==> src/hdl/assert_macros.svh <==
// assertion macros shared by the rtl files
`ifndef ASSERT_MACROS_SVH
`define ASSERT_MACROS_SVH
`ifndef SYNTHESIS
`define ASSERT_IMPL(label, clk, rst_n, pre, post, msg) \
    label: assert property (@(posedge clk) disable iff (!rst_n) (pre) |-> (post)) else $error(msg);
`define ASSERT_NEXT(label, clk, rst_n, pre, post, msg) \
    label: assert property (@(posedge clk) disable iff (!rst_n) (pre) |=> (post)) else $error(msg);
`else
`define ASSERT_IMPL(label, clk, rst_n, pre, post, msg)
`define ASSERT_NEXT(label, clk, rst_n, pre, post, msg)
`endif
`endif

==> src/hdl/upn_pkg.sv <==
// types and constants of the url percent normaliser
`default_nettype none
package upn_pkg;

    localparam int Q_DEPTH = 4;
    localparam int Q_AW    = $clog2(Q_DEPTH);
    localparam int Q_CW    = $clog2(Q_DEPTH + 1);

    // decoded bytes one transaction can hand to the re-encoder
    localparam int N_SLOT  = 3;
    // per slot a flush piece and a main piece, then final flush, pass-through, terminator
    localparam int N_PIECE = 2 * N_SLOT + 3;
    localparam int PW      = $clog2(N_PIECE);
    localparam int N_PAIR  = N_SLOT + 1;
    localparam int PAW     = $clog2(N_PAIR);

    localparam int P_FLUSH_END = 2 * N_SLOT;
    localparam int P_LIT       = 2 * N_SLOT + 1;
    localparam int P_TERM      = 2 * N_SLOT + 2;

    localparam logic [7:0] CH_PCT = 8'h25;
    localparam logic [7:0] CH_NUL = 8'h00;

    typedef enum logic [2:0] {
        PC_NONE,
        PC_ENC,
        PC_PCT3,
        PC_FL1,
        PC_FL2,
        PC_LIT,
        PC_TERM
    } t_piece;

    typedef struct packed {
        t_piece [N_PIECE-1:0]      kind;
        logic   [N_PAIR-1:0][7:0]  hb;
        logic   [N_PAIR-1:0][7:0]  db;
    } t_bundle;

    typedef struct packed {
        logic full;
        logic empty;
    } t_q_status;

endpackage
`default_nettype wire

==> src/hdl/upn_in_if.sv <==
// input byte channel
`default_nettype none
interface upn_in_if;
    logic       valid;
    logic       ready;
    logic [7:0] in_byte;
    logic       in_last;

    modport source (output valid, output in_byte, output in_last, input ready);
    modport sink   (input valid, input in_byte, input in_last, output ready);
endinterface
`default_nettype wire

==> src/hdl/upn_out_if.sv <==
// normalised output byte channel
`default_nettype none
interface upn_out_if;
    logic       valid;
    logic       ready;
    logic [7:0] out_byte;
    logic       run_last;
    logic       string_end;

    modport source (output valid, output out_byte, output run_last, output string_end,
                    input ready);
    modport sink   (input valid, input out_byte, input run_last, input string_end,
                    output ready);
endinterface
`default_nettype wire

==> src/hdl/upn_front.sv <==
// front end: escape decoding, segment tracking and piece classification
`default_nettype none
`include "assert_macros.svh"
module upn_front (
    input  wire logic           i_clk,
    input  wire logic           i_rst_n,
    upn_in_if.sink              i_in,
    input  upn_pkg::t_q_status  i_q_stat,
    output logic                o_push,
    output upn_pkg::t_bundle    o_bundle
);
    import upn_pkg::*;

    function automatic logic is_hex(input logic [7:0] c);
        return (c >= "0" && c <= "9") || (c >= "A" && c <= "F") || (c >= "a" && c <= "f");
    endfunction

    function automatic logic [3:0] hex_value(input logic [7:0] c);
        return c[3:0] + (c[6] ? 4'd9 : 4'd0);
    endfunction

    function automatic logic is_reserved(input logic [7:0] c);
        return c inside {"-", "_", ".", "!", "~", "*", "'", "(", ")", ";", "/", "?",
                         ":", "@", "&", "=", "+", "$", ","};
    endfunction

    function automatic t_piece flush_kind(input logic [1:0] dc);
        t_piece k;
        case (dc)
            2'd1:    k = PC_FL1;
            2'd2:    k = PC_FL2;
            default: k = PC_NONE;
        endcase
        return k;
    endfunction

    logic [1:0] r_wc, n_wc;
    logic [7:0] r_w1, n_w1;
    logic       r_drop, n_drop;
    logic [1:0] r_dc, n_dc;
    logic [7:0] r_h1, n_h1;

    logic       take;
    logic [7:0] c;
    logic       last;
    logic       res;
    logic       fl_end;

    logic [4:0]                  cv;
    logic [4:0][7:0]             cb;
    logic [N_SLOT-1:0]           dv;
    logic [N_SLOT-1:0][7:0]      dd;
    logic [1:0]                  dn;

    logic [1:0] s_dc;
    logic [7:0] s_h;
    logic       s_drop_ev;
    logic       has_piece;

    assign i_in.ready = i_rst_n && !i_q_stat.full;
    assign take       = i_in.valid && i_in.ready;
    assign c          = i_in.in_byte;
    assign last       = i_in.in_last;
    assign res        = is_reserved(c);

    // raw layer: candidate decoded bytes in order, window flush, main byte, end flush
    always_comb begin
        n_wc   = r_wc;
        n_w1   = r_w1;
        fl_end = 1'b0;
        cv     = '0;
        cb[0]  = CH_PCT;
        cb[1]  = r_w1;
        cb[2]  = c;
        cb[3]  = CH_PCT;
        if (res) begin
            cv[0]  = r_wc != 2'd0;
            cv[1]  = r_wc == 2'd2;
            n_wc   = 2'd0;
            fl_end = 1'b1;
        end else if (!r_drop) begin
            if (r_wc != 2'd0 && is_hex(c)) begin
                if (r_wc == 2'd1) begin
                    n_wc = 2'd2;
                    n_w1 = c;
                end else begin
                    cv[2] = 1'b1;
                    cb[2] = {hex_value(r_w1), hex_value(c)};
                    n_wc  = 2'd0;
                end
            end else begin
                cv[0] = r_wc != 2'd0;
                cv[1] = r_wc == 2'd2;
                if (c == CH_PCT) begin
                    n_wc = 2'd1;
                end else begin
                    n_wc  = 2'd0;
                    cv[2] = 1'b1;
                end
            end
            if (last) begin
                cv[3]  = n_wc != 2'd0;
                cv[4]  = n_wc == 2'd2;
                n_wc   = 2'd0;
                fl_end = 1'b1;
            end
        end else begin
            fl_end = last;
        end
        cb[4] = n_w1;
    end

    // pack the candidates into the decoded slots
    always_comb begin
        dv = '0;
        dd = '0;
        dn = 2'd0;
        for (int i = 0; i < 5; i++) begin
            if (cv[i]) begin
                dv[dn] = 1'b1;
                dd[dn] = cb[i];
                dn     = dn + 2'd1;
            end
        end
    end

    // decoded layer: held decoded percent and digit, pieces for the back end
    always_comb begin
        s_dc      = r_dc;
        s_h       = r_h1;
        s_drop_ev = 1'b0;
        o_bundle  = '0;
        for (int i = 0; i < N_SLOT; i++) begin
            o_bundle.hb[i] = s_h;
            o_bundle.db[i] = dd[i];
            if (dv[i]) begin
                if (dd[i] == CH_NUL) begin
                    o_bundle.kind[2*i] = flush_kind(s_dc);
                    s_dc      = 2'd0;
                    s_drop_ev = 1'b1;
                end else if (s_dc != 2'd0 && is_hex(dd[i])) begin
                    if (s_dc == 2'd1) begin
                        s_h  = dd[i];
                        s_dc = 2'd2;
                    end else begin
                        o_bundle.kind[2*i+1] = PC_PCT3;
                        s_dc = 2'd0;
                    end
                end else begin
                    o_bundle.kind[2*i] = flush_kind(s_dc);
                    if (dd[i] == CH_PCT) begin
                        s_dc = 2'd1;
                    end else begin
                        o_bundle.kind[2*i+1] = PC_ENC;
                        s_dc = 2'd0;
                    end
                end
            end
        end
        o_bundle.hb[N_PAIR-1] = s_h;
        o_bundle.db[N_PAIR-1] = c;
        if (fl_end) begin
            o_bundle.kind[P_FLUSH_END] = flush_kind(s_dc);
            s_dc = 2'd0;
        end
        if (res) begin
            o_bundle.kind[P_LIT] = PC_LIT;
        end
        if (last) begin
            o_bundle.kind[P_TERM] = PC_TERM;
        end
        n_dc   = s_dc;
        n_h1   = s_h;
        n_drop = (r_drop || s_drop_ev) && !fl_end;
    end

    always_comb begin
        has_piece = 1'b0;
        for (int j = 0; j < N_PIECE; j++) begin
            if (o_bundle.kind[j] != PC_NONE) begin
                has_piece = 1'b1;
            end
        end
    end

    assign o_push = take && has_piece;

    always_ff @(posedge i_clk) begin
        if (!i_rst_n) begin
            r_wc   <= 2'd0;
            r_drop <= 1'b0;
            r_dc   <= 2'd0;
        end else if (take) begin
            r_wc   <= n_wc;
            r_drop <= n_drop;
            r_dc   <= n_dc;
        end
    end

    always_ff @(posedge i_clk) begin
        if (take) begin
            r_w1 <= n_w1;
            r_h1 <= n_h1;
        end
    end

    `ASSERT_NEXT(a_string_end_clears, i_clk, i_rst_n, take && last, r_wc == 2'd0 && r_dc == 2'd0 && !r_drop, "state not cleared after final byte")
    `ASSERT_IMPL(a_drop_holds_empty, i_clk, i_rst_n, r_drop, r_wc == 2'd0 && r_dc == 2'd0, "held bytes while segment dropped")

endmodule
`default_nettype wire

==> src/hdl/upn_queue.sv <==
// short bundle queue between front and back end
`default_nettype none
`include "assert_macros.svh"
module upn_queue (
    input  wire logic           i_clk,
    input  wire logic           i_rst_n,
    input  wire logic           i_push,
    input  upn_pkg::t_bundle    i_bundle,
    input  wire logic           i_pop,
    output upn_pkg::t_bundle    o_head,
    output upn_pkg::t_q_status  o_stat
);
    import upn_pkg::*;

    t_bundle         r_mem [Q_DEPTH];
    logic [Q_AW-1:0] r_wp, r_rp;
    logic [Q_CW-1:0] r_cnt, n_cnt;

    assign o_head       = r_mem[r_rp];
    assign o_stat.full  = r_cnt == Q_CW'(Q_DEPTH);
    assign o_stat.empty = r_cnt == '0;
    assign n_cnt        = r_cnt + Q_CW'(i_push) - Q_CW'(i_pop);

    always_ff @(posedge i_clk) begin
        if (!i_rst_n) begin
            r_wp  <= '0;
            r_rp  <= '0;
            r_cnt <= '0;
        end else begin
            if (i_push) begin
                r_wp <= r_wp + 1'b1;
            end
            if (i_pop) begin
                r_rp <= r_rp + 1'b1;
            end
            r_cnt <= n_cnt;
        end
    end

    always_ff @(posedge i_clk) begin
        if (i_push) begin
            r_mem[r_wp] <= i_bundle;
        end
    end

    `ASSERT_IMPL(a_no_pop_empty, i_clk, i_rst_n, i_pop, !o_stat.empty, "pop from empty queue")
    `ASSERT_IMPL(a_no_push_full, i_clk, i_rst_n, i_push, !o_stat.full, "push into full queue")

endmodule
`default_nettype wire

==> src/hdl/upn_back.sv <==
// back end: expands pieces into output bytes, one per cycle while the receiver is ready
`default_nettype none
`include "assert_macros.svh"
module upn_back (
    input  wire logic           i_clk,
    input  wire logic           i_rst_n,
    input  upn_pkg::t_bundle    i_head,
    input  upn_pkg::t_q_status  i_q_stat,
    output logic                o_pop,
    upn_out_if.source           o_out
);
    import upn_pkg::*;

    function automatic logic is_alnum(input logic [7:0] c);
        return (c >= "0" && c <= "9") || (c >= "A" && c <= "Z") || (c >= "a" && c <= "z");
    endfunction

    function automatic logic [7:0] hex_digit(input logic [3:0] v);
        return (v < 4'd10) ? (8'h30 + 8'(v)) : (8'h37 + 8'(v));
    endfunction

    function automatic logic [1:0] piece_lastk(input t_piece k, input logic [7:0] d);
        logic [1:0] n;
        case (k)
            PC_ENC:          n = is_alnum(d) ? 2'd0 : 2'd2;
            PC_PCT3, PC_FL1: n = 2'd2;
            PC_FL2:          n = 2'd3;
            default:         n = 2'd0;
        endcase
        return n;
    endfunction

    function automatic logic [7:0] piece_byte(input t_piece k, input logic [7:0] h,
                                              input logic [7:0] d, input logic [1:0] idx);
        logic [7:0] b;
        b = CH_NUL;
        case (k)
            PC_ENC: begin
                if (is_alnum(d)) begin
                    b = d;
                end else begin
                    case (idx)
                        2'd0:    b = CH_PCT;
                        2'd1:    b = hex_digit(d[7:4]);
                        default: b = hex_digit(d[3:0]);
                    endcase
                end
            end
            PC_PCT3: begin
                case (idx)
                    2'd0:    b = CH_PCT;
                    2'd1:    b = h;
                    default: b = d;
                endcase
            end
            PC_FL1, PC_FL2: begin
                // a lone percent comes out as %25, a held digit after it as itself
                case (idx)
                    2'd0:    b = CH_PCT;
                    2'd1:    b = hex_digit(CH_PCT[7:4]);
                    2'd2:    b = hex_digit(CH_PCT[3:0]);
                    default: b = h;
                endcase
            end
            PC_LIT:  b = d;
            default: b = CH_NUL;
        endcase
        return b;
    endfunction

    logic [PW-1:0]  r_p, n_p;
    logic [1:0]     r_k, n_k;
    logic           r_ov, n_ov;
    logic [7:0]     r_ob, n_ob;
    logic           r_ol, n_ol;
    logic           r_oe, n_oe;

    logic [N_PIECE-1:0] ne;
    logic [PW-1:0]      cur;
    logic               more;
    logic [PAW-1:0]     pi;
    t_piece             kind_c;
    logic [7:0]         hb, db;
    logic [1:0]         lastk;
    logic [7:0]         byte_c;
    logic               adv;
    logic               end_piece;
    logic               done;

    always_comb begin
        cur  = '0;
        more = 1'b0;
        for (int j = 0; j < N_PIECE; j++) begin
            ne[j] = i_head.kind[j] != PC_NONE;
        end
        // lowest filled piece at or after the current position
        for (int j = N_PIECE - 1; j >= 0; j--) begin
            if (ne[j] && PW'(j) >= r_p) begin
                cur = PW'(j);
            end
        end
        for (int j = 0; j < N_PIECE; j++) begin
            if (ne[j] && PW'(j) > cur) begin
                more = 1'b1;
            end
        end
    end

    assign pi        = (cur < PW'(P_FLUSH_END)) ? PAW'(cur >> 1) : PAW'(N_PAIR - 1);
    assign kind_c    = i_head.kind[cur];
    assign hb        = i_head.hb[pi];
    assign db        = i_head.db[pi];
    assign lastk     = piece_lastk(kind_c, db);
    assign byte_c    = piece_byte(kind_c, hb, db, r_k);
    assign adv       = !i_q_stat.empty && (!r_ov || o_out.ready);
    assign end_piece = r_k == lastk;
    assign done      = end_piece && !more;
    assign o_pop     = adv && done;

    always_comb begin
        n_p  = r_p;
        n_k  = r_k;
        n_ov = r_ov;
        n_ob = r_ob;
        n_ol = r_ol;
        n_oe = r_oe;
        if (adv) begin
            n_ov = 1'b1;
            n_ob = byte_c;
            n_ol = done;
            n_oe = kind_c == PC_TERM;
            if (end_piece) begin
                n_k = 2'd0;
                n_p = done ? '0 : cur + 1'b1;
            end else begin
                n_k = r_k + 2'd1;
            end
        end else if (o_out.ready) begin
            n_ov = 1'b0;
        end
    end

    always_ff @(posedge i_clk) begin
        if (!i_rst_n) begin
            r_p  <= '0;
            r_k  <= 2'd0;
            r_ov <= 1'b0;
        end else begin
            r_p  <= n_p;
            r_k  <= n_k;
            r_ov <= n_ov;
        end
    end

    always_ff @(posedge i_clk) begin
        r_ob <= n_ob;
        r_ol <= n_ol;
        r_oe <= n_oe;
    end

    assign o_out.valid      = r_ov;
    assign o_out.out_byte   = r_ob;
    assign o_out.run_last   = r_ol;
    assign o_out.string_end = r_oe;

    `ASSERT_IMPL(a_term_closes_run, i_clk, i_rst_n, r_ov && r_oe, r_ol && r_ob == CH_NUL, "terminator not last or not zero")
    `ASSERT_IMPL(a_mid_piece_has_head, i_clk, i_rst_n, r_k != 2'd0, !i_q_stat.empty, "piece in progress without queue head")

endmodule
`default_nettype wire

==> src/hdl/url_percent_normalizer.sv <==
// top level of the url percent normaliser
//
// i_in carries one url byte per transaction with in_last on the final byte of a
// string. o_out carries the normalised bytes; run_last marks the last byte that
// an input byte produced, string_end the zero terminator after the final byte.
// An input byte yields from zero to twelve output bytes: reserved characters
// pass through, escapes are decoded and everything is re-encoded as %HH except
// alphanumerics and existing %XX sequences.
// The front end takes one input transaction per cycle while its four-entry
// queue has room and turns it into a bundle of pieces. The back end empties the
// queue at one output byte per cycle while the receiver is ready; an input
// yields three for an encoded byte, one for a kept byte, and bytes that are
// only held, such as the digits of an escape, yield none. The bytes of a
// result pass through the queue and the output register before o_out.
// When the receiver stalls, the output register holds its byte, the queue
// fills and i_in.ready drops once it is full.
// Reset is synchronous: it empties the queue and output register and clears
// all escape and segment state; i_in.ready stays low while reset is asserted.
`default_nettype none
module url_percent_normalizer (
    input  wire logic   i_clk,
    input  wire logic   i_rst_n,
    upn_in_if.sink      i_in,
    upn_out_if.source   o_out
);
    import upn_pkg::*;

    logic       push;
    logic       pop;
    t_bundle    bundle;
    t_bundle    head;
    t_q_status  q_stat;

    upn_front u_front (
        .i_clk    (i_clk),
        .i_rst_n  (i_rst_n),
        .i_in     (i_in),
        .i_q_stat (q_stat),
        .o_push   (push),
        .o_bundle (bundle)
    );

    upn_queue u_queue (
        .i_clk    (i_clk),
        .i_rst_n  (i_rst_n),
        .i_push   (push),
        .i_bundle (bundle),
        .i_pop    (pop),
        .o_head   (head),
        .o_stat   (q_stat)
    );

    upn_back u_back (
        .i_clk    (i_clk),
        .i_rst_n  (i_rst_n),
        .i_head   (head),
        .i_q_stat (q_stat),
        .o_pop    (pop),
        .o_out    (o_out)
    );

endmodule
`default_nettype wire

==> src/flat_wrapper.sv <==
// flat-port wrapper written by rule: the top's interface ports become plain ports
module url_percent_normalizer_flat import upn_pkg::*;
  (i_clk, i_rst_n, i_in_valid, i_in_in_byte, i_in_in_last, i_in_ready, o_out_valid, o_out_out_byte, o_out_run_last, o_out_string_end, o_out_ready);
  upn_in_if i_in_i ();
  upn_out_if o_out_i ();
  input  wire logic i_clk;
  input  wire logic i_rst_n;
  input wire logic [$bits(i_in_i.valid)-1:0] i_in_valid;
  input wire logic [$bits(i_in_i.in_byte)-1:0] i_in_in_byte;
  input wire logic [$bits(i_in_i.in_last)-1:0] i_in_in_last;
  output wire logic [$bits(i_in_i.ready)-1:0] i_in_ready;
  output wire logic [$bits(o_out_i.valid)-1:0] o_out_valid;
  output wire logic [$bits(o_out_i.out_byte)-1:0] o_out_out_byte;
  output wire logic [$bits(o_out_i.run_last)-1:0] o_out_run_last;
  output wire logic [$bits(o_out_i.string_end)-1:0] o_out_string_end;
  input wire logic [$bits(o_out_i.ready)-1:0] o_out_ready;
  assign i_in_i.valid = i_in_valid;
  assign i_in_i.in_byte = i_in_in_byte;
  assign i_in_i.in_last = i_in_in_last;
  assign i_in_ready = i_in_i.ready;
  assign o_out_valid = o_out_i.valid;
  assign o_out_out_byte = o_out_i.out_byte;
  assign o_out_run_last = o_out_i.run_last;
  assign o_out_string_end = o_out_i.string_end;
  assign o_out_i.ready = o_out_ready;
  url_percent_normalizer u_core (.i_clk(i_clk), .i_rst_n(i_rst_n), .i_in(i_in_i), .o_out(o_out_i));
endmodule
==> config.mk <==
export PLATFORM = sky130hd
export DESIGN_NAME = url_percent_normalizer_flat
export DESIGN_NICKNAME = d
export VERILOG_FILES = /design/src/hdl/upn_pkg.sv /design/src/hdl/upn_in_if.sv /design/src/hdl/upn_out_if.sv /design/src/hdl/upn_front.sv /design/src/hdl/upn_queue.sv /design/src/hdl/upn_back.sv /design/src/hdl/url_percent_normalizer.sv /design/src/flat_wrapper.sv
export VERILOG_INCLUDE_DIRS = /design/src /design/src/hdl
export SDC_FILE = /design/constraint.sdc
export NUM_CORES = 1
export LEC_CHECK = 0
export BUFFER_PORTS_ARGS = -buffer_cell sky130_fd_sc_hd__buf_2
export CORE_MARGIN = 10
export CORE_UTILIZATION = 25
export DETAILED_ROUTE_END_ITERATION = 12
export PLACE_DENSITY = 0.52
export SYNTH_ARGS = -nofsm -noshare
export SYNTH_HDL_FRONTEND = slang
export SYNTH_SLANG_ARGS = --single-unit
==> constraint.sdc <==
create_clock -name i_clk -period 8 [get_ports i_clk]
set_input_delay 1.6 -clock i_clk [delete_from_list [all_inputs] [get_ports i_clk]]
set_output_delay 1.6 -clock i_clk [all_outputs]
set_load 0.1 [all_outputs]
[After elaboration in Yosys (flattened, before gate mapping)]
Memory sizes are Yosys's and may differ from the RTL's. A register that Yosys moved wholly into a read port is not among the register bits.
Index checks and enable logic that the tools add are counted.
Cells by class
  $add $sub $neg: 15
  multipliers: 0
  divide/modulo/power cells: 0
  magnitude comparators: 61
  equal/unequal tests: 45
  shifts and indexed selects: 0
  mux-type cells: 175
  bitwise logic cells: 7
  reduce and logical (&&, ||, !) cells: 99
Operators by type and width (count)
  $mux 8: 27
  $eq 8x6->1 const B: 20
  $mux 24: 4
  $ge 8x7->1 const B: 10
  $le 8x7->1 const B: 10
  $mux 2: 37
  $bwmux 24: 3
  $demux 8 s2: 4
  $mux 3: 18
  $reduce_bool 3->1: 18
  $logic_and 1x1->1: 48
  $mux 4: 12
  $mux 1: 47
  $ge 8x6->1 const B: 5
  $le 8x6->1 const B: 5
  $bmux 8 s2: 2
  $pmux 8 s4: 1
  $add 6x4->7 const A: 4
  $eq 8x7->1 const B: 3
  $logic_not 8->1: 3
  $mux 6: 4
  $pmux 3 s2: 4
  $pmux 8 s3: 1
  $reduce_bool 19->1: 1
  other kinds (44): 111
Word-level totals
  register bits after elaboration: 45
  latch bits: 0
  RAM bits: 364
  ROM bits: 0
  input bits: 13
  output and inout bits: 12
  word-level logic and storage cells: 417
  memories: 1
Memories
  u_core.u_queue.r_mem: depth 4, width 91, rd ports 1, clocked after Yosys merged registers in 1, wr ports 1, line upn_queue.sv:15  | t_bundle r_mem [Q_DEPTH];

[Longest topological paths before layout]
Gate-level depths: netlist (run 1).
  depth in word-level cells: 54
  gate-level depth with buffers: 31
  depth with buffers taken out: 30

[Cells and area by module]
Synthesis (run 1) repeated with hierarchy kept, for this count alone.
Second synthesis, totals
  cell total of the unflattened synthesis: 1403
  area total of the unflattened synthesis: 20363.3 µm²
By module, submodules not included
  upn_queue: times used 1, cells each 518, area each 13663.1 µm², sequential area each 11110.7 µm²
  upn_front: times used 1, cells each 482, area each 3736.1 µm², sequential area each 580.6 µm²
  upn_back: times used 1, cells each 403, area each 2964.1 µm², sequential area each 440.4 µm²

[Least setup slack after synthesis (run 1)]
Ideal clock, no wire load.
  path kind: input to register
  from: input i_in_in_byte[4]
  to: memory u_core.u_queue.r_mem[1][0] in the netlist's numbering, enable pin
  setup time: 0.447 ns
  arrival: 8.132 ns
  required time: 7.553 ns
  setup slack: -0.580 ns
  stages: 18
  buffers on the path: 0
  cell sequence: or4b_1 > or4b_4 > o21ai_2 > or3_1 > inv_1 > fa_1 > ha_1 > nor4b_1 > o21a_1 > a31oi_1 > a21o_1 > or2_2 > a21oi_1 > o22a_1 > mux2i_1 > a21boi_1 > o2bb2ai_2 > and2_1
Between the ends
  longest elaborated chain between the ends: 50
  elaborated cells between the ends (all ways): 219
  those cells by class: 3 x add/sub; 32 x order compare; 30 x eq/ne; 103 x mux; 7 x bitwise; 44 x reduce/logical
RTL lines
  start, declared: line flat_wrapper.sv:9  | input wire logic [$bits(i_in_i.in_byte)-1:0] i_in_in_byte;
  parallel branches: the longest is 45 deep, another holds $ge 8x6->1
  $mux 1 (*) (2 in series): line upn_front.sv:180  | if (o_bundle.kind[j] != PC_NONE) begin
  $logic_and 1x1->1 (*): line upn_front.sv:186  | assign o_push = take && has_piece;
  $mux 1 (*): line upn_queue.sv:41  | if (i_push) begin
  $mux 1 (not written as such) (*): line upn_queue.sv:42  | r_mem[r_wp] <= i_bundle;
  end, declared: line upn_queue.sv:15
Mark *: on every way between the ends. The select of a mux whose other input is x is not followed.

[Worst setup path in the final report (run 1)]
  from: input i_in_in_byte[4]
  to: register u_core.u_queue.r_cnt[2]
Between the ends
  longest elaborated chain between the ends: 50
  elaborated cells between the ends (all ways): 219
  those cells by class: 5 x add/sub; 32 x order compare; 30 x eq/ne; 101 x mux; 7 x bitwise; 44 x reduce/logical
RTL lines
  parallel branches: the longest is 45 deep, another holds $ge 8x6->1
  $mux 1 (*) (2 in series): line upn_front.sv:180
  $logic_and 1x1->1 (*): line upn_front.sv:186
  $add 3x1->3 (*): line upn_queue.sv:22  | assign n_cnt = r_cnt + Q_CW'(i_push) - Q_CW'(i_pop);
  $sub 3x1->3 (*): line upn_queue.sv:22
  end signal, assigned: line upn_queue.sv:36  | r_cnt <= n_cnt;
  end, declared: line upn_queue.sv:17  | logic [Q_CW-1:0] r_cnt, n_cnt;
Marked as above.
A chain may end at the register's enable or synchronous reset.

==> results.txt, run 1 <==
combinational power share - 12.8%
Synth Area per Inst - 13.8 um2
Post-synth EDFFs - 346
share of layout cells above drive strength 1 - 22.2%
Data arrival, critical path - 7820 ps
P_int - 3410 uW
Seq cells post-synth - 367
# setup viols final - 0
DRT Pass-1 Iters - 5
CP Data Required Time - 8450 ps
Max-slew headroom - 24.4%
IO Pins - 25
DP HPWL - 34.2 mm
worst hold margin - 478 ps
area delta synth->final - 17.4%
clock group share of total power - 38.7%
final net count - 1432
site row count - 98
CTS tree - done
vias - 11500
gr ovfl total - 0
H-Tree Depth - 2
first-pass GRT wire length - 73.3 mm
# DRC - 0
Mapped Nets - 1341
DRT iter0 DRCs - 889
final WL - 48.1 mm
Critical Path Slowest Stage Cell - or4_4
full die area - 82800 um2
Sequential Power Share - 48.6%
Placed Area - 19800 um2
final core occ - 29.5%
Core Region - 71200 um2
pin count of the biggest net entering global routing - 57
Die Y - 288 um
critical path type - in2reg
worst-path fanout max - 7
status - finished clean
Tot GR Track Use - 11.5%
HP Class - reg2reg
chip width - 288 um
vias in the first global route - 11700
clock-pin slew on the worst setup and hold paths - 60 ps
CTS Buf Count - 40
max-slew violations - 0
CTS Root Cell - clkbuf_16
Worst-Skew Late Latency - 560 ps
P_leak - 0.00716 uW
CTS Hold Bufs - 0
CP startpoint kind - input pin
Design Area, Final - 21000 um2
Worst Tran Pin Value - 1130 ps
Final GP Congestion - 0.871
Critical Path Sink Type - flip-flop
RSZ-0062 raised after global routing - no
CTS sink count - 367
Synthesis Warnings - 0
Final ANT Viol Nets - 0
Final Hold Fails - 0
Sw Pwr - 1170 uW
Max Cap Viol - 0
delay of the slowest critical-path stage - 580 ps
Sw Share - 25.6%
# resized after CTS - 0
Cell Pwr Density - 218 nW/um2
port bufs - 24
Starting Density - 25.2%
peak supply drop - 0.000128 V
most used flip-flop cell after synthesis - edfxtp_1
setup clock skew after layout - 27.5 ps
clk buf depth - 3
Seq/Total Area, Yosys - 60.3%
number of antenna violations at the first check in global routing - 5
Period minus WS final - 7370 ps
asr flop ratio synth - 0%
Distinct cells, synth - 101
post-synthesis cell count - 1296
top achievable clock speed - 0.136 GHz
Via density - 4.87
Routed wire per std cell - 20.3 um
cell area after synthesis - 17900 um2
period utilization - 92.1%
total setup buffers inserted after CTS - 0
-- cell usage in the layout, fill, tap and decap left out, drive strengths merged, types with 5 or more instances in the layout --
master | Yosys | routed
mux4 | 80 | 80
clkinv | 0 | 17
nand3 | 57 | 57
o21a | 11 | 11
dfxtp | 21 | 21
o211ai | 11 | 11
nor2b | 16 | 16
ha | 30 | 30
nand2 | 106 | 106
a21oi | 56 | 56
or3 | 6 | 6
edfxtp | 346 | 346
o31ai | 5 | 5
a22oi | 11 | 11
buf | 34 | 107
mux2i | 29 | 29
clkbuf | 24 | 50
a211oi | 6 | 6
a21boi | 11 | 11
mux2 | 14 | 14
or2 | 12 | 12
nor3b | 6 | 6
nand3b | 9 | 9
nor3 | 19 | 19
and3 | 19 | 19
nor2 | 79 | 79
inv | 58 | 60
xnor2 | 10 | 10
a31oi | 10 | 10
a21o | 10 | 10
nand4 | 13 | 13
nand2b | 8 | 8
and2 | 22 | 22
o22ai | 8 | 8
o21ai | 59 | 59
-- cell usage after synthesis (8+ instances only) --
master / instances / area share, %
a21o_1: 10 / 0.42
a21oi_1: 53 / 1.5
a22oi_1: 11 / 0.46
a31oi_1: 10 / 0.35
and2_1: 21 / 0.73
and3_1: 19 / 0.66
buf_1: 8 / 0.17
buf_2: 18 / 0.50
clkbuf_1: 24 / 0.50
dfxtp_1: 21 / 2.3
edfxtp_1: 346 / 58
ha_1: 30 / 2.1
inv_1: 57 / 1.2
mux2_2: 12 / 0.75
mux2i_1: 28 / 1.6
mux4_2: 80 / 10
nand2_1: 105 / 2.2
nand2b_1: 8 / 0.28
nand3_1: 56 / 1.6
nand3b_1: 9 / 0.38
nand4_1: 13 / 0.45
nor2_1: 77 / 1.6
nor2b_1: 16 / 0.56
nor3_1: 17 / 0.47
o211ai_1: 11 / 0.46
o21a_1: 10 / 0.42
o21ai_0: 50 / 1.4
o22ai_1: 8 / 0.28
or2_2: 9 / 0.31
xnor2_1: 10 / 0.49
-- routing by layer --
metal  part of all wire [%]  GRT usage (%)  wire [um]
met1                     45           15.4      21600
met4                    2.9           4.36       1400
met5                  0.094              0         45
met2                     46           18.2      22200
met3                    6.0           2.37       2890
-- area by class of cell --
| class | count | area, um2 |
|---|---|---|
| diodes | 1 | 2.50 |
| clock buffers | 50 | 1090 |
| clock inverters | 22 | 165 |
| fillers | 7126 | 50200 |
| inverters | 58 | 218 |
| multi-input cells | 813 | 6640 |
| flip-flops and latches | 367 | 10800 |
| well taps | 950 | 1190 |
| repair buffers | 107 | 918 |
-- registers in the layout, indices dropped and copies added (netlist names), named ones only --
| register | cells |
|---|---|
| u_core.u_front.r_dc | 2 |
| u_core.u_queue.r_mem | 320 |
| u_core.u_back.o_out.out_byte | 8 |
| u_core.u_front.r_h1 | 8 |
| u_core.u_back.o_out.run_last | 1 |
| u_core.u_back.r_k | 2 |
| u_core.u_back.o_out.string_end | 1 |
| u_core.u_front.r_drop | 1 |
| u_core.u_queue.r_rp | 2 |
| u_core.u_back.r_p | 4 |
| u_core.u_back.o_out.valid | 1 |
| u_core.u_queue.r_cnt | 3 |
| u_core.u_front.r_w1 | 8 |
| u_core.u_front.r_wc | 2 |
| u_core.u_queue.r_wp | 2 |
-- critical path: cells and delay by family --
kind / cells / cell delay (ps)
AO/OA/AOI/OAI: 10 / 2520
AND/OR/NAND/NOR: 6 / 1490
adder cells (fa/ha/maj): 5 / 1290
buffers and inverters: 7 / 620
XOR/XNOR: 2 / 260
-- power by group through the flow --
stage | Combinational [uW] | Clock (uW) | Sequential (uW)
global route | 637 | 1900 | 2230
finish | 584 | 1770 | 2230
floorplan | 320 | 0 | 2340
detailed placement | 587 | 0 | 2270
CTS | 589 | 1820 | 2230
global placement | 585 | 0 | 2260
-- cell families after synthesis --
kind of cell,count (synthesis),synth area share [%]
AND/OR/NAND/NOR,396,11.4
flip-flops,367,60.3
multiplexers,123,12.6
buffers and inverters,116,2.76
XOR/XNOR,13,0.635
adder cells (fa/ha/maj),32,2.32
AO/OA/AOI/OAI,249,9.92
-- worst paths after layout --
| kind | startpoint | to | slack, ps | cells after the start |
|---|---|---|---|---|
| worst max register to register | flip-flop | u_core.u_queue.r_cnt[2] | 1230 | 23 |
| worst min-delay path | u_core.u_back.o_out.valid | u_core.u_back.o_out.valid | 480 | 2 |
| worst min register to register | u_core.u_back.o_out.valid | u_core.u_back.o_out.valid | 480 | 2 |
| worst max-delay path | i_in_in_byte[4] | u_core.u_queue.r_cnt[2] | 630 | 30 |
-- metrics by stage --
step,TNS (ps),instances,total power (uW),setup slack [ps]
final,0,2368,4580,630
after global routing,0,2367,4770,65.8
after CTS,0,2367,4640,543
after detailed placement,-28.7,2295,2850,-28.7
after global placement,0,2295,2850,0.417
after floorplan,0,1296,2660,295
Note: power is estimated with default switching activity, not from simulation.
==> run 2, diff against run 1 <==
Settings changed: ABC_AREA from default to 1, CTS_CLUSTER_SIZE from default to 16.
==> run 2 against run 1 <==
Critical path depth is 2 higher. Wire length increased by 9.2%. Synthesized cell count rose by 41%. Via count grew 18%. Clock power about the same. First-iteration DRC count increased by 31%. Critical path type unchanged. Largest power group unchanged.
==> results.txt, run 2 <==
DRT met1 WL - 24.3 mm
HP Class - reg2reg
DP HPWL - 33.9 mm
Worst-Skew Late Latency - 580 ps
status - finished clean
Critical Path Sink Type - flip-flop
site row count - 98
post-synthesis cell count - 1829
met3 routed wirelength - 3.21 mm
met2 WL - 23.7 mm
Period minus WS final - 7100 ps
number of antenna violations at the first check in global routing - 0
CTS tree - done
Cell Pwr Density - 218 nW/um2
Mapped Nets - 1874
Synth Area per Inst - 9.94 um2
vias in the first global route - 13000
final net count - 1893
top-count cell post-synth - edfxtp_1
CTS Root Cell - clkbuf_16
Final GP Congestion - 0.860
chip width - 290 um
Via density - 4.80
setup TNS - 0 ps
IO Pins - 25
gr ovfl total - 0
cell area after synthesis - 18200 um2
top routing layer used - met4
Max-slew headroom - 41.2%
commonest non-fill, non-tap cells in the layout - edfxtp_1 (346), nand2_1 (325), nor2_1 (247)
most common cell after layout, fill and taps aside - edfxtp_1
Seq cells post-synth - 367
Post-synth EDFFs - 346
top-area cell type share of the netlist area - 57.1%
Critical Path Slowest Stage Cell - nor4_1
# DRC - 0
Layout fillers - 7540
first-pass GRT wire length - 80.1 mm
final core occ - 28.7%
Worst Tran Pin Value - 873 ps
Placed Area - 19400 um2
number of flip-flops in the largest register - 320
full die area - 83900 um2
dpl ws - 380 ps
# setup viols final - 0
H-Tree Depth - 2
most used flip-flop cell after synthesis - edfxtp_1
cell mode on critical path - nand2_1
critical path type - in2reg
Final ANT Viol Nets - 0
# resized after CTS - 0
Die Y - 290 um
RSZ-0062 raised after global routing - no
Seq/Total Area, Yosys - 59.4%
P_leak - 0.00769 uW
total setup buffers inserted after CTS - 0
CP Buf/Inv Count - 6
Routed wire per std cell - 18.6 um
DRT iter0 DRCs - 1164
Core Region - 71900 um2
Starting Density - 25.3%
ant diodes - 0
Data arrival, critical path - 7550 ps
Crit path max-delay family - simple AND/OR/NAND/NOR gates
worst hold margin - 488 ps
pin count of the biggest net entering global routing - 171
period utilization - 88.7%
clock-pin slew on the worst setup and hold paths - 60 ps
CTS Buf Count - 41
Synth area leaders - edfxtp_1 (57%), nand2_1 (6.7%), o21ai_0 (5.2%), nor2_1 (5.2%), nand3_1 (3.2%)
CP Data Required Time - 8450 ps
largest reg by FF count - u_core.u_queue.r_mem
post-synth top area cell - edfxtp_1
CTS sink count - 367
Design Area, Final - 20600 um2
worst-path fanout max - 17
final WL - 52.5 mm
final worst setup slack - 900 ps
setup clock skew after layout - 21.3 ps
asr flop ratio synth - 0%
area delta synth->final - 13.5%
share of layout cells above drive strength 1 - 11.4%
Synthesis Warnings - 0
CTS Hold Bufs - 0
Max Cap Viol - 0
Final Hold Fails - 0
delay of the slowest critical-path stage - 760 ps
vias - 13600
DRT Pass-1 Iters - 5
port bufs - 24
Distinct cells, synth - 61
clk buf depth - 3
peak supply drop - 0.000150 V
max-slew violations - 0
Synth top cells by count - edfxtp_1 (346), nand2_1 (325), nor2_1 (251)
Tot GR Track Use - 12.3%
CP startpoint kind - input pin
top achievable clock speed - 0.141 GHz
[run 2: cell families (layout without fill, tap and decap cells)]
group,after synthesis,count (layout),share of synthesized area (%)
AO/OA/AOI/OAI,391,391,12.6
adder cells (fa/ha/maj),32,32,2.28
flip-flops,367,367,59.4
multiplexers,2,2,0.124
XOR/XNOR,9,9,0.433
buffers and inverters,227,274,5.34
AND/OR/NAND/NOR,801,801,19.8
[run 2: worst register-to-register path: cells and delay by family (launching register included)]
family                   cells  cell delay [ps]
AND/OR/NAND/NOR             16             2900
adder cells (fa/ha/maj)      4             1060
buffers and inverters        5              960
AO/OA/AOI/OAI                4              690
flip-flops                   1              630
XOR/XNOR                     1              160
[run 2: per-stage QoR]
step	total power [uW]	instances
after floorplan	2600	1829
after global placement	2760	2755
after detailed placement	2760	2755
after CTS	4550	2826
after global routing	4690	2826
final	4510	2826
[run 2: cell type report]
cell class	instances	area (um2)	share of cell area, %
clock inverter	25	204	0.988
inverter	154	581	2.81
multi-input combinational	1235	6430	31.2
tap	950	1190	5.76
timing repair buffer	49	370	1.79
clock buffer	46	1040	5.06
sequential	367	10800	52.4
[run 2: where the power goes]
part	internal, uW	total (uW)	leakage [uW]	switching, uW
Clock	1010	1790	0.000601	780
Combinational	129	534	0.00371	405
Sequential	2160	2190	0.00338	21.7
[run 2: worst paths after layout]
path                                        startpoint                 endpoint  slack (ps)  depth (start not counted)
worst max-delay path                   i_in_in_byte[1]  u_core.u_queue.r_cnt[2]         900                         32
worst min-delay path            u_core.u_queue.r_rp[1]                flip-flop         490                          2
worst max register to register               flip-flop  u_core.u_queue.r_cnt[2]        1480                         30
worst min register to register  u_core.u_queue.r_rp[1]                flip-flop         490                          2
[run 2: layer usage]
| layer | track usage [%] | vias to the layer above |
|---|---|---|
| met1 | 16.9 | 6624 |
| li1 | - | 6456 |
| met3 | 2.27 | 77 |
| met2 | 19.4 | 409 |
| met4 | 3.71 | 0 |
| met5 | 0 | - |
==> run 3, diff against run 2 <==
Settings changed: PLACE_DENSITY 0.52 to 0.51, SYNTH_HIERARCHICAL from default to 1.
Clock period 8 ns to 8.1 ns, I/O delays scaled along.
==> run 3 against run 2 <==
Synthesized cell count up 21%. Area after synthesis rose by 17%. Cell area up 16%. Sequential cell count up 44. Sequential share of layout area down 1.6 points. Sequential power increased by 12%. Cell count rose by 20%. Die area increased by 15%. Combinational power increased by 140%. Largest cell class unchanged.
==> results.txt, run 3 <==
status - finished clean
final WL - 55.6 mm
hold wc startpoint - u_core/u_queue/r_rp[1]
clk buf depth - 3
chip width - 311 um
top achievable clock speed - 0.138 GHz
Final Hold Fails - 0
Synth top cells by count - nand2_1 (508), edfxtp_1 (390), inv_1 (352)
worst-path fanout max - 28
Max Cap Viol - 0
peak supply drop - 0.000156 V
vias - 14900
Worst Tran Pin Value - 1110 ps
pin count of the biggest net entering global routing - 84
most common cell after layout, fill and taps aside - nand2_1
CTS tree - done
CP startpoint kind - input pin
CP Buf/Inv Count - 7
asr flop ratio synth - 0%
H-Tree Depth - 2
# resized after CTS - 0
Final GP Congestion - 0.864
Seq/Total Area, Yosys - 57.2%
Crit path max-delay family - simple AND/OR/NAND/NOR gates
Period minus WS final - 7260 ps
full die area - 96800 um2
Post-synth EDFFs - 390
Final ANT Viol Nets - 0
Max-slew headroom - 25.2%
period utilization - 89.6%
final net count - 2260
top-count cell post-synth - nand2_1
DRT iter0 DRCs - 1323
critical path type - in2reg
HP Class - reg2reg
CTS Hold Bufs - 0
Worst-Skew Late Latency - 590 ps
Critical Path Sink Type - flip-flop
most used flip-flop cell after synthesis - edfxtp_1
first-pass GRT wire length - 84.8 mm
Core Region - 83800 um2
Data arrival, critical path - 7520 ps
DP HPWL - 37.9 mm
IO Pins - 25
site row count - 106
share of layout cells above drive strength 1 - 11.1%
setup clock skew after layout - 30.9 ps
post-synth top area cell - edfxtp_1
Distinct cells, synth - 56
worst hold margin - 468 ps
ant diodes - 0
Starting Density - 25.3%
largest reg by FF count - u_core/u_queue/r_mem
Tot GR Track Use - 11.1%
CP Data Required Time - 8360 ps
P_leak - 0.00963 uW
post-synthesis cell count - 2207
cell mode on critical path - nand2_1
delay of the slowest critical-path stage - 510 ps
Seq cells post-synth - 411
CTS Root Cell - clkbuf_16
total setup buffers inserted after CTS - 0
# DRC - 0
DRT Pass-1 Iters - 5
clock-pin slew on the worst setup and hold paths - 60 ps
number of flip-flops in the largest register - 364
Synth Area per Inst - 9.60 um2
CP startpoint - i_in_in_byte[2]
commonest non-fill, non-tap cells in the layout - nand2_1 (508), edfxtp_1 (390), inv_1 (348)
Via density - 4.39
Cell Pwr Density - 240 nW/um2
top-area cell type share of the netlist area - 55.3%
Die Y - 311 um
Critical Path Slowest Stage Cell - o21ai_1
number of antenna violations at the first check in global routing - 0
RSZ-0062 raised after global routing - no
Synthesis Warnings - 6
setup TNS - 0 ps
gr ovfl total - 0
area delta synth->final - 12.8%
Routed wire per std cell - 16.4 um
CTS Buf Count - 45
# setup viols final - 0
max-slew violations - 0
cell area after synthesis - 21200 um2
CTS sink count - 411
Synth area leaders - edfxtp_1 (55%), nand2_1 (9.0%), inv_1 (6.2%), o211ai_1 (3.5%), a21oi_1 (3.2%)
port bufs - 24
vias in the first global route - 13900
run 3: per-stage QoR:
step	cell area [um2]	total power, uW	util [%]	setup WS, ps	instances
2_1_floorplan	21200	3440	-	162	2211
3_3_place_gp	22500	3770	26.8	286	3302
3_5_place_dp	22500	3770	26.8	143	3302
4_1_cts	23900	5810	28.5	754	3386
5_1_grt	23900	6030	28.5	150	3386
6_report	23900	5740	28.5	838	3386
run 3: worst reg2reg max path: cells and delay by family, from the launching register on:
kind | cells | cell delay (ps)
flops | 1 | 830
fa+ha+maj | 4 | 1160
buf+inv | 6 | 800
compound gates | 2 | 230
simple gates | 22 | 3160
run 3: worst paths after layout:
| kind | slack, ps | cells after the start | end |
|---|---|---|---|
| setup reg to reg | 1840 | 34 | u_core/u_queue/r_cnt[1] |
| setup / recovery | 840 | 30 | u_core/u_queue/r_mem[1][36] |
| hold / removal | 470 | 2 | flip-flop |
| hold reg to reg | 470 | 2 | flip-flop |
run 3: area by class of cell:
type / instances / area (um2)
clock buffer: 62 / 1230
clock inverter: 22 / 219
fill: 8912 / 59900
inverter: 378 / 1440
multi-input combinational: 1323 / 7020
sequential: 411 / 12100
tap: 1134 / 1420
timing repair buffer: 56 / 448
run 3: where the power goes:
part	leakage [uW]	internal, uW	switching, uW
Combinational	0.00523	328	943
Clock	0.000708	1170	855
Sequential	0.00369	2420	32.9
run 3: kinds of logic after synthesis:
kind of cell               share of synthesized area (%)
and+or+nand+nor                                     18.7
buffers and inverters                               9.73
AOI/OAI and AO/OA                                   11.9
DFF                                                 57.2
adders and majority gates                           1.96
xor gates and xnor gates                           0.325
other                                             0.0177
muxes                                             0.0472
run 3: metal layers:
layer	wire, um	global-route usage [%]
met4	1080	3.02
met2	24200	16.9
met3	2750	1.82
met1	27500	16.0
met5	0	0
